### config.mk
export PLATFORM = sky130hd
export DESIGN_NAME = agd_queue
export DESIGN_NICKNAME = d
export VERILOG_FILES = /design/src/hdl/agd_pkg.sv /design/src/hdl/agd_queue.sv
export SDC_FILE = /design/constraint.sdc
export NUM_CORES = 1
export LEC_CHECK = 0
export BUFFER_PORTS_ARGS = -buffer_cell sky130_fd_sc_hd__buf_2
export CAP_MARGIN = 10
export CELL_PAD_IN_SITES_DETAIL_PLACEMENT = 1
export CELL_PAD_IN_SITES_GLOBAL_PLACEMENT = 1
export CORE_AREA = 3 3 186 188
export DETAILED_ROUTE_END_ITERATION = 16
export DIE_AREA = 0 0 189 191
export PLACE_DENSITY_LB_ADDON = 0.25
export SYNTH_ARGS = -nofsm -noshare
export SYNTH_HDL_FRONTEND = slang
export SYNTH_SLANG_ARGS = --single-unit
### constraint.sdc
create_clock -name clk -period 3.49 [get_ports clk]
set_input_delay 0.1745 -clock clk [delete_from_list [all_inputs] [get_ports clk]]
set_output_delay 0.1745 -clock clk [all_outputs]
set_load 0.05 [all_outputs]
### src/hdl/agd_pkg.sv
// Shared types, constants and fixed-point helpers of the gradient divergence block.
`default_nettype none

package agd_pkg;

    localparam int MAX_COLUMNS     = 4096;
    localparam int COL_BITS        = $clog2(MAX_COLUMNS);
    localparam int CFG_COLS_BITS   = COL_BITS + 1;
    localparam int ROW_BITS        = 16;
    localparam int CFG_DATA_BITS   = (ROW_BITS > CFG_COLS_BITS) ? ROW_BITS : CFG_COLS_BITS;
    localparam int LUMA_BITS       = 16;
    localparam int ATTEN_BITS      = 16;
    localparam int ATTEN_FRAC_BITS = 12;
    localparam int DIV_BITS        = 24;
    localparam int DIFF_BITS       = LUMA_BITS + 1;
    localparam int PROD_BITS       = ATTEN_BITS + 1 + DIFF_BITS;
    localparam int SUM_BITS        = DIV_BITS + 2;
    localparam int QUEUE_DEPTH     = 4;

    localparam logic [ROW_BITS-1:0]      MIN_ROWS = ROW_BITS'(2);
    localparam logic [CFG_COLS_BITS-1:0] MIN_COLS = CFG_COLS_BITS'(2);
    localparam logic [CFG_COLS_BITS-1:0] MAX_COLS = CFG_COLS_BITS'(MAX_COLUMNS);

    localparam logic signed [PROD_BITS-1:0] ROUND_HALF =
        PROD_BITS'(1) << (ATTEN_FRAC_BITS - 1);
    localparam logic signed [PROD_BITS-1:0] TERM_MAX =
        (PROD_BITS'(1) << (DIV_BITS - 1)) - PROD_BITS'(1);
    localparam logic signed [PROD_BITS-1:0] TERM_MIN = ~TERM_MAX;
    localparam logic signed [SUM_BITS-1:0] SUM_MAX =
        (SUM_BITS'(1) << (DIV_BITS - 1)) - SUM_BITS'(1);
    localparam logic signed [SUM_BITS-1:0] SUM_MIN = ~SUM_MAX;

    typedef enum logic [0:0] {
        REG_IMAGE_ROWS    = 1'b0,
        REG_IMAGE_COLUMNS = 1'b1
    } cfg_reg_t;

    // Which terms of the divergence apply and which results an item causes.
    typedef struct packed {
        logic sub_left;
        logic sub_above;
        logic last_left;
        logic sub_lrh;
        logic last_col;
    } flags_t;

    // One classified pixel handed from the front to the back.
    typedef struct packed {
        logic signed [DIFF_BITS-1:0] diff_right;
        logic signed [DIFF_BITS-1:0] diff_below;
        logic signed [DIFF_BITS-1:0] diff_left;
        logic [ATTEN_BITS-1:0]       up_atten;
        logic [ATTEN_BITS-1:0]       left_atten;
        logic [COL_BITS-1:0]         col;
        flags_t                      flags;
    } work_t;

    // atten * diff, rounded to Q.10 (ties up) and saturated to the output width.
    function automatic logic signed [DIV_BITS-1:0] scaled_term(
        input logic [ATTEN_BITS-1:0]       atten,
        input logic signed [DIFF_BITS-1:0] diff
    );
        logic signed [PROD_BITS-1:0] prod;
        logic signed [PROD_BITS-1:0] rounded;
        logic signed [DIV_BITS-1:0]  result;
        prod    = $signed({1'b0, atten}) * diff;
        rounded = (prod + ROUND_HALF) >>> ATTEN_FRAC_BITS;
        if (rounded > TERM_MAX)
        begin
            result = TERM_MAX[DIV_BITS-1:0];
        end
        else if (rounded < TERM_MIN)
        begin
            result = TERM_MIN[DIV_BITS-1:0];
        end
        else
        begin
            result = rounded[DIV_BITS-1:0];
        end
        return result;
    endfunction

    function automatic logic signed [DIV_BITS-1:0] sat_sum(
        input logic signed [SUM_BITS-1:0] value
    );
        logic signed [DIV_BITS-1:0] result;
        if (value > SUM_MAX)
        begin
            result = SUM_MAX[DIV_BITS-1:0];
        end
        else if (value < SUM_MIN)
        begin
            result = SUM_MIN[DIV_BITS-1:0];
        end
        else
        begin
            result = value[DIV_BITS-1:0];
        end
        return result;
    endfunction

    function automatic logic signed [SUM_BITS-1:0] widen(
        input logic signed [DIV_BITS-1:0] value
    );
        logic signed [SUM_BITS-1:0] result;
        result = value;
        return result;
    endfunction

endpackage

`default_nettype wire

### src/hdl/agd_queue.sv
// Short FIFO of classified pixel items between the front and the back.
`default_nettype none

module agd_queue (
    input  logic            clk,
    input  logic            rst_n,
    input  logic            in_valid,
    output logic            in_ready,
    input  agd_pkg::work_t  in_data,
    output logic            out_valid,
    input  logic            out_ready,
    output agd_pkg::work_t  out_data
);

    localparam int PTR_BITS = (agd_pkg::QUEUE_DEPTH > 1) ? $clog2(agd_pkg::QUEUE_DEPTH) : 1;
    localparam int CNT_BITS = $clog2(agd_pkg::QUEUE_DEPTH + 1);
    localparam logic [CNT_BITS-1:0] FULL_COUNT = CNT_BITS'(agd_pkg::QUEUE_DEPTH);
    localparam logic [PTR_BITS-1:0] LAST_PTR   = PTR_BITS'(agd_pkg::QUEUE_DEPTH - 1);

    agd_pkg::work_t      entry_reg [agd_pkg::QUEUE_DEPTH];
    logic [PTR_BITS-1:0] wr_ptr_reg;
    logic [PTR_BITS-1:0] wr_ptr_next;
    logic [PTR_BITS-1:0] rd_ptr_reg;
    logic [PTR_BITS-1:0] rd_ptr_next;
    logic [CNT_BITS-1:0] count_reg;
    logic [CNT_BITS-1:0] count_next;
    logic                push;
    logic                pop;

    assign in_ready  = (count_reg != FULL_COUNT);
    assign out_valid = (count_reg != '0);
    assign out_data  = entry_reg[rd_ptr_reg];
    assign push      = in_valid && in_ready;
    assign pop       = out_valid && out_ready;

    always_comb
    begin
        wr_ptr_next = wr_ptr_reg;
        rd_ptr_next = rd_ptr_reg;
        count_next  = count_reg;
        if (push)
        begin
            wr_ptr_next = (wr_ptr_reg == LAST_PTR) ? '0 : wr_ptr_reg + PTR_BITS'(1);
        end
        if (pop)
        begin
            rd_ptr_next = (rd_ptr_reg == LAST_PTR) ? '0 : rd_ptr_reg + PTR_BITS'(1);
        end
        if (push && !pop)
        begin
            count_next = count_reg + CNT_BITS'(1);
        end
        else if (pop && !push)
        begin
            count_next = count_reg - CNT_BITS'(1);
        end
    end

    always_ff @(posedge clk or negedge rst_n)
    begin
        if (!rst_n)
        begin
            wr_ptr_reg <= '0;
            rd_ptr_reg <= '0;
            count_reg  <= '0;
        end
        else
        begin
            wr_ptr_reg <= wr_ptr_next;
            rd_ptr_reg <= rd_ptr_next;
            count_reg  <= count_next;
        end
    end

    always_ff @(posedge clk)
    begin
        if (push)
        begin
            entry_reg[wr_ptr_reg] <= in_data;
        end
    end

`ifndef ASSERT_OFF
    a_count_bound: assert property (@(posedge clk) disable iff (!rst_n)
        count_reg <= FULL_COUNT)
        else $error("queue count beyond depth");

    a_push_shows: assert property (@(posedge clk) disable iff (!rst_n)
        push && !pop |=> out_valid)
        else $error("pushed item not visible at queue head");
`endif

endmodule

`default_nettype wire

==> reports/metrics.cfg, run 1 <==
[routing]
wire_per_inst_um=22.5
num_vias=7126
firstDrtPassIters=4
ant_nets=0
wl_um=31200
drt_iter0_drc=447
routed_via_density=5.15
drc_errors=0

[placement]
dp_slack_ps=1080
numPortBuffers=205
place.gp.congestion=0.724
dpl.hpwl_um=18800

[final_layout]
drive_above_1_share_pct=41.9
largest_register_ffs=400
register_area_um2=12200
final_nets=1015
syn_to_final_growth_pct=26.6
num-fill-cells=2902
multi_input_area_um2=2500
final_cell_mix=edfxtp_1, buf_2, dlygate4sd3_1
final_common_cell=edfxtp_1

[timing]
period_share_pct=79.1
fin_worst_skew_ps=11.4
fin_ws_ps=728
period_needed_ps=2760
maxSlewHeadroom_pct=51.6
slew_violations=0
setup_viol=0
final.setup.tns_ps=0
grt_setup_unrepaired=false
clock.fmax_mhz=362
final-hold-violation-count=0
worst_slew_pin_slew_ps=726

[logic_synthesis]
synth_fp_nets=670
synth_xor_area_share_pct=0.177
avgSynthCellArea_um2=26.6
synth_mux_area_share_pct=15.5
synth_area_um2=14900
yosysWarnings=0
yosysUniqueCellTypes=18
seq_area_frac_synth_pct=82.0
yosys.area_share.simple_pct=0.362
synth_top_family_by_area=multiplexers
synth_adder_area_share_pct=0.640
syn_inst=559
synth-compound-area-share_pct=0.0505
synth_seq_cells=407

[hold_path]
min_path_type=in2async

[clock_network]
cts_buffer_depth=3
postCtsHoldBufs=101
h-tree-depth=2
postCtsSetupBuffers=0
clock_latency_ps=510
cts-resized-gates=0
clk_pin_slew_ps=60
clockRootBuffer=clkbuf_16
cts_made_buffers=43
cts.sinks=407
cts_tree=done

[floorplanning]
coreArea_um2=33300
rows=67
die_h_um=191
num_io_pins=206
dieArea_um2=36100
die_x_um=189
start_util_pct=44.6

[grt]
grt_overflow_total=0
grt_pass1_wl_um=48000
grt_max_degree=59
track_usage_pct=17.3
antenna_found_initial=2
grt_pass1_vias=8124

[worst_setup_path]
cp_max_fo=33
crit_arrival_ps=2590
critPathRequiredTime_ps=3320
end_kind=primary output
path_class=reg2out
critPathLaunchType=flop

[power]
p_per_area_nw_per_um2=947
leakage_nw=6.48
irDropWorstVdd_v=0.000597

[status]
status=completed

[flow_run]
drv_cap=0

layer usage:
layer | vias to the layer above | part of all wire [%] | track usage, %
met5 | - | 0.042 | 0
met4 | 2 | 1.1 | 3.15
met3 | 33 | 6.1 | 4.24
met2 | 211 | 51 | 30.2
met1 | 3772 | 42 | 22.6
li1 | 3108 | - | -
final cells by class:
type                       instances  area share (%)
antenna                            1          0.0133
clock buffer                      52            6.13
clock inverter                    24           0.745
inverter                           3          0.0599
multi-input combinational        127            13.3
sequential                       407            64.8
tap                              448            2.98
timing repair buffer             322            11.9
synthesized netlist by cell type, drive strengths merged:
master / instances / area (um2)
a21boi: 1 / 7.51
and2: 4 / 25.0
buf: 18 / 154
clkbuf: 4 / 15.0
dfrtp: 7 / 175
edfxtp: 400 / 12000
fa: 1 / 20.0
ha: 6 / 75.1
inv: 3 / 11.3
mux2: 5 / 56.3
mux4: 100 / 2250
nand2: 2 / 7.51
nor2: 4 / 15.0
or3: 1 / 6.26
xnor2: 1 / 8.76
xor2: 2 / 17.5
critical path, stage by stage, from the launching register on:
cell     delay, ps
dfrtp_4        890
buf_12         360
mux4_2         570
buf_2          240
cell families after synthesis:
logic type,after synthesis
flops,407
mux,105
buf+inv,25
simple gates,11
fa+ha+maj,7
xor+xnor,3
compound gates,1
where the power goes:
part           switching, W  total [W]  internal (W)  leakage (nW)
combinational       0.00468    0.00678       0.00210          2.09
clock               0.00173    0.00414       0.00242         0.643
sequential         0.000442    0.00689       0.00645          3.74
worst paths after layout:
kind | startpoint | cells past startpoint | slack, ps | endpoint
worst max-delay path | rd_ptr_reg[0] | 3 | 730 | out_data[39]
worst min-delay path | rst_n | 2 | 60 | count_reg[1]
worst max register to register | count_reg[0] | 4 | 1110 | entry_reg[1][25]
worst min register to register | count_reg[2] | 1 | 530 | count_reg[2]
max in group asynchronous | rst_n | 2 | 3220 | rd_ptr_reg[0]
min in group clk | out_ready | 3 | 140 | rd_ptr_reg[0]
through the flow:
| step | instance area (um2) | instances | hold WS [ps] | util (%) | power, W |
|---|---|---|---|---|---|
| floorplan | 14900 | 559 | -121 | - | 0.0121 |
| CTS | 18800 | 1383 | 29.2 | 56.5 | 0.0181 |
| global route | 18800 | 1384 | 54.4 | 56.5 | 0.0186 |
| global placement | 16500 | 1206 | 19.7 | 49.6 | 0.0137 |
| finish | 18800 | 1384 | 64.2 | 56.5 | 0.0178 |
| detailed placement | 16500 | 1206 | 29.5 | 49.6 | 0.0138 |
(Power assumes the default switching activity.)
==> run 2, diff against run 1 <==
ABC_AREA = 1   (was not set)
CORE_AREA = 3 3 192 194   (was 3 3 186 188)
DIE_AREA = 0 0 195 197   (was 0 0 189 191)
clock period = 2.7 ns   (was 3.49 ns; I/O delays follow)
==> reports/metrics.cfg, run 2 <==
[floorplanning]
start_util_pct=46.5
die_x_um=195
num_io_pins=206
dieArea_um2=38400
rows=69
coreArea_um2=35400
die_h_um=197

[timing]
fin_ws_ps=187
clock.fmax_mhz=398
grt_setup_unrepaired=false
maxSlewHeadroom_pct=49.6
slew_violations=0
final-hold-violation-count=0
period_share_pct=93.1
worst_slew_pin_slew_ps=756
fin_worst_skew_ps=8.20
period_needed_ps=2510
setup_viol=0
final.setup.tns_ps=0

[logic_synthesis]
synth_area_um2=16400
yosysUniqueCellTypes=16
synth_fp_nets=1336
seq_area_frac_synth_pct=74.1
synthFlopType=edfxtp_1
synth_most_common_cell=edfxtp_1
synth_seq_cells=407
yosysWarnings=0
synth_top_area_share_pct=73.0
async_reset_ff_share_pct=1.72
synth_common_cells=edfxtp_1, nand2_1, inv_1
avgSynthCellArea_um2=13.4
yosysTopAreaCell=edfxtp_1
syn_inst=1225
ys_top_cells_by_area=edfxtp_1, o211ai_1, nand2_1, inv_1, buf_6
synth_edf_count=400

[clock_network]
postCtsSetupBuffers=0
postCtsHoldBufs=104
cts_made_buffers=43
cts-resized-gates=0
clock_latency_ps=510
clockRootBuffer=clkbuf_16
cts_tree=done
clk_pin_slew_ps=60
cts_buffer_depth=3
cts.sinks=407
h-tree-depth=2

[grt]
grt_pass1_vias=11200
grt_pass1_wl_um=60800
track_usage_pct=19.9
grt_max_degree=103
antenna_found_initial=1
grt_overflow_total=0

[worst_setup_path]
slowest_delay_ps=920
critPathRequiredTime_ps=2570
ff2ff_setup_slack_ps=720
crit_arrival_ps=2380
r2r_end=count_reg[2]
crit_path_cell_trace=buf_4, o211ai_1, nand2_1, buf_2
critPathLaunchType=flop
end_kind=primary output
cp_top_family=flip-flops
cp_max_fo=55
r2r_start=count_reg[1]
cp_num_buf_inv=2
path_class=reg2out
reg2regPathDepth=10
critPathSlowestCell=dfrtp_4

[hold_path]
min_from=in_data[7]
whs_path_depth=2
min_to=entry_reg[2][7]
min_path_type=in2reg

[final_layout]
register_area_um2=12200
fin_area_um2=20300
syn_to_final_growth_pct=23.6
final_cell_mix=edfxtp_1, nand2_1, inv_1
final_util_pct=57.4
multi_input_area_um2=2920
num-fill-cells=3557
final_common_cell=edfxtp_1
largest_register_ffs=400
drive_above_1_share_pct=19.2
final_nets=1657

[power]
p_per_area_nw_per_um2=1230
irDropWorstVdd_v=0.00126
power.total_w=0.0250
leakage_nw=8.06

[placement]
place.gp.congestion=0.710
dp_slack_ps=708
placed_cell_area_um2=18000
dpl.hpwl_um=22900
numPortBuffers=205

[routing]
ant_nets=0
wire_per_inst_um=18.8
drt_iter0_drc=461
firstDrtPassIters=4
wl_um=38200
drc_errors=0
routed_via_density=5.05
num_vias=10300

[flow_run]
drv_cap=0

[status]
status=completed

-- run 2: worst register-to-register path, cell delays in order (launching register included) --
cell and delay, ps:
dfrtp_1 390, inv_1 140, nand3_1 170, nand2_1 160
ha_1 200, inv_1 80, fa_1 400, nand2_1 120
nand3_1 100, nand2_1 70, nand2_1 50
-- run 2: where the power goes --
group	switching [W]	internal, W	total [W]
clock	0.00227	0.00316	0.00542
sequential	0.000463	0.00829	0.00875
combinational	0.00825	0.00262	0.0109
-- run 2: area by class of cell --
type / count / area share (%)
sequential: 407 / 60.0
multi-input combinational: 538 / 14.4
timing repair buffer: 342 / 12.5
clock buffer: 59 / 5.85
inverter: 214 / 3.96
tap: 461 / 2.84
clock inverter: 17 / 0.499
antenna: 1 / 0.0123
-- run 2: worst max-delay path by stage --
| stage | startpoint | to | slack (ps) | cells after the start |
|---|---|---|---|---|
| after CTS | rd_ptr_reg[0] | out_data[55] | 140 | 4 |
| final | rd_ptr_reg[0] | out_data[55] | 190 | 4 |
| after detailed placement | rd_ptr_reg[0] | out_data[24] | 710 | 4 |
| after global placement | rd_ptr_reg[0] | out_data[55] | 760 | 4 |
| after global routing | rd_ptr_reg[0] | out_data[55] | 40 | 4 |
| after floorplan | count_reg[1] | entry_reg[0][0] | 20 | 4 |
-- run 2: cell families after synthesis --
logic type / count (synthesis) / synth area share [%]
compound gates: 201 / 9.19
xor+xnor: 1 / 0.0533
fa+ha+maj: 7 / 0.578
buf+inv: 280 / 8.52
flops: 407 / 74.1
simple gates: 329 / 7.58
-- run 2: through the flow --
stage	cells	hold slack (ps)
2_1_floorplan	1225	-161
3_3_place_gp	1858	-15.8
3_5_place_dp	1858	-16.8
4_1_cts	2038	338
5_1_grt	2039	370
6_report	2039	370
-- run 2: metal layers --
| metal | vias up | share of wire [%] | global-route usage, % |
|---|---|---|---|
| met5 | - | 0 | 0 |
| met4 | 0 | 1.9 | 4.20 |
| met3 | 54 | 5.1 | 3.68 |
| met2 | 218 | 51 | 36.0 |
| met1 | 5120 | 42 | 25.2 |
| li1 | 4907 | - | - |
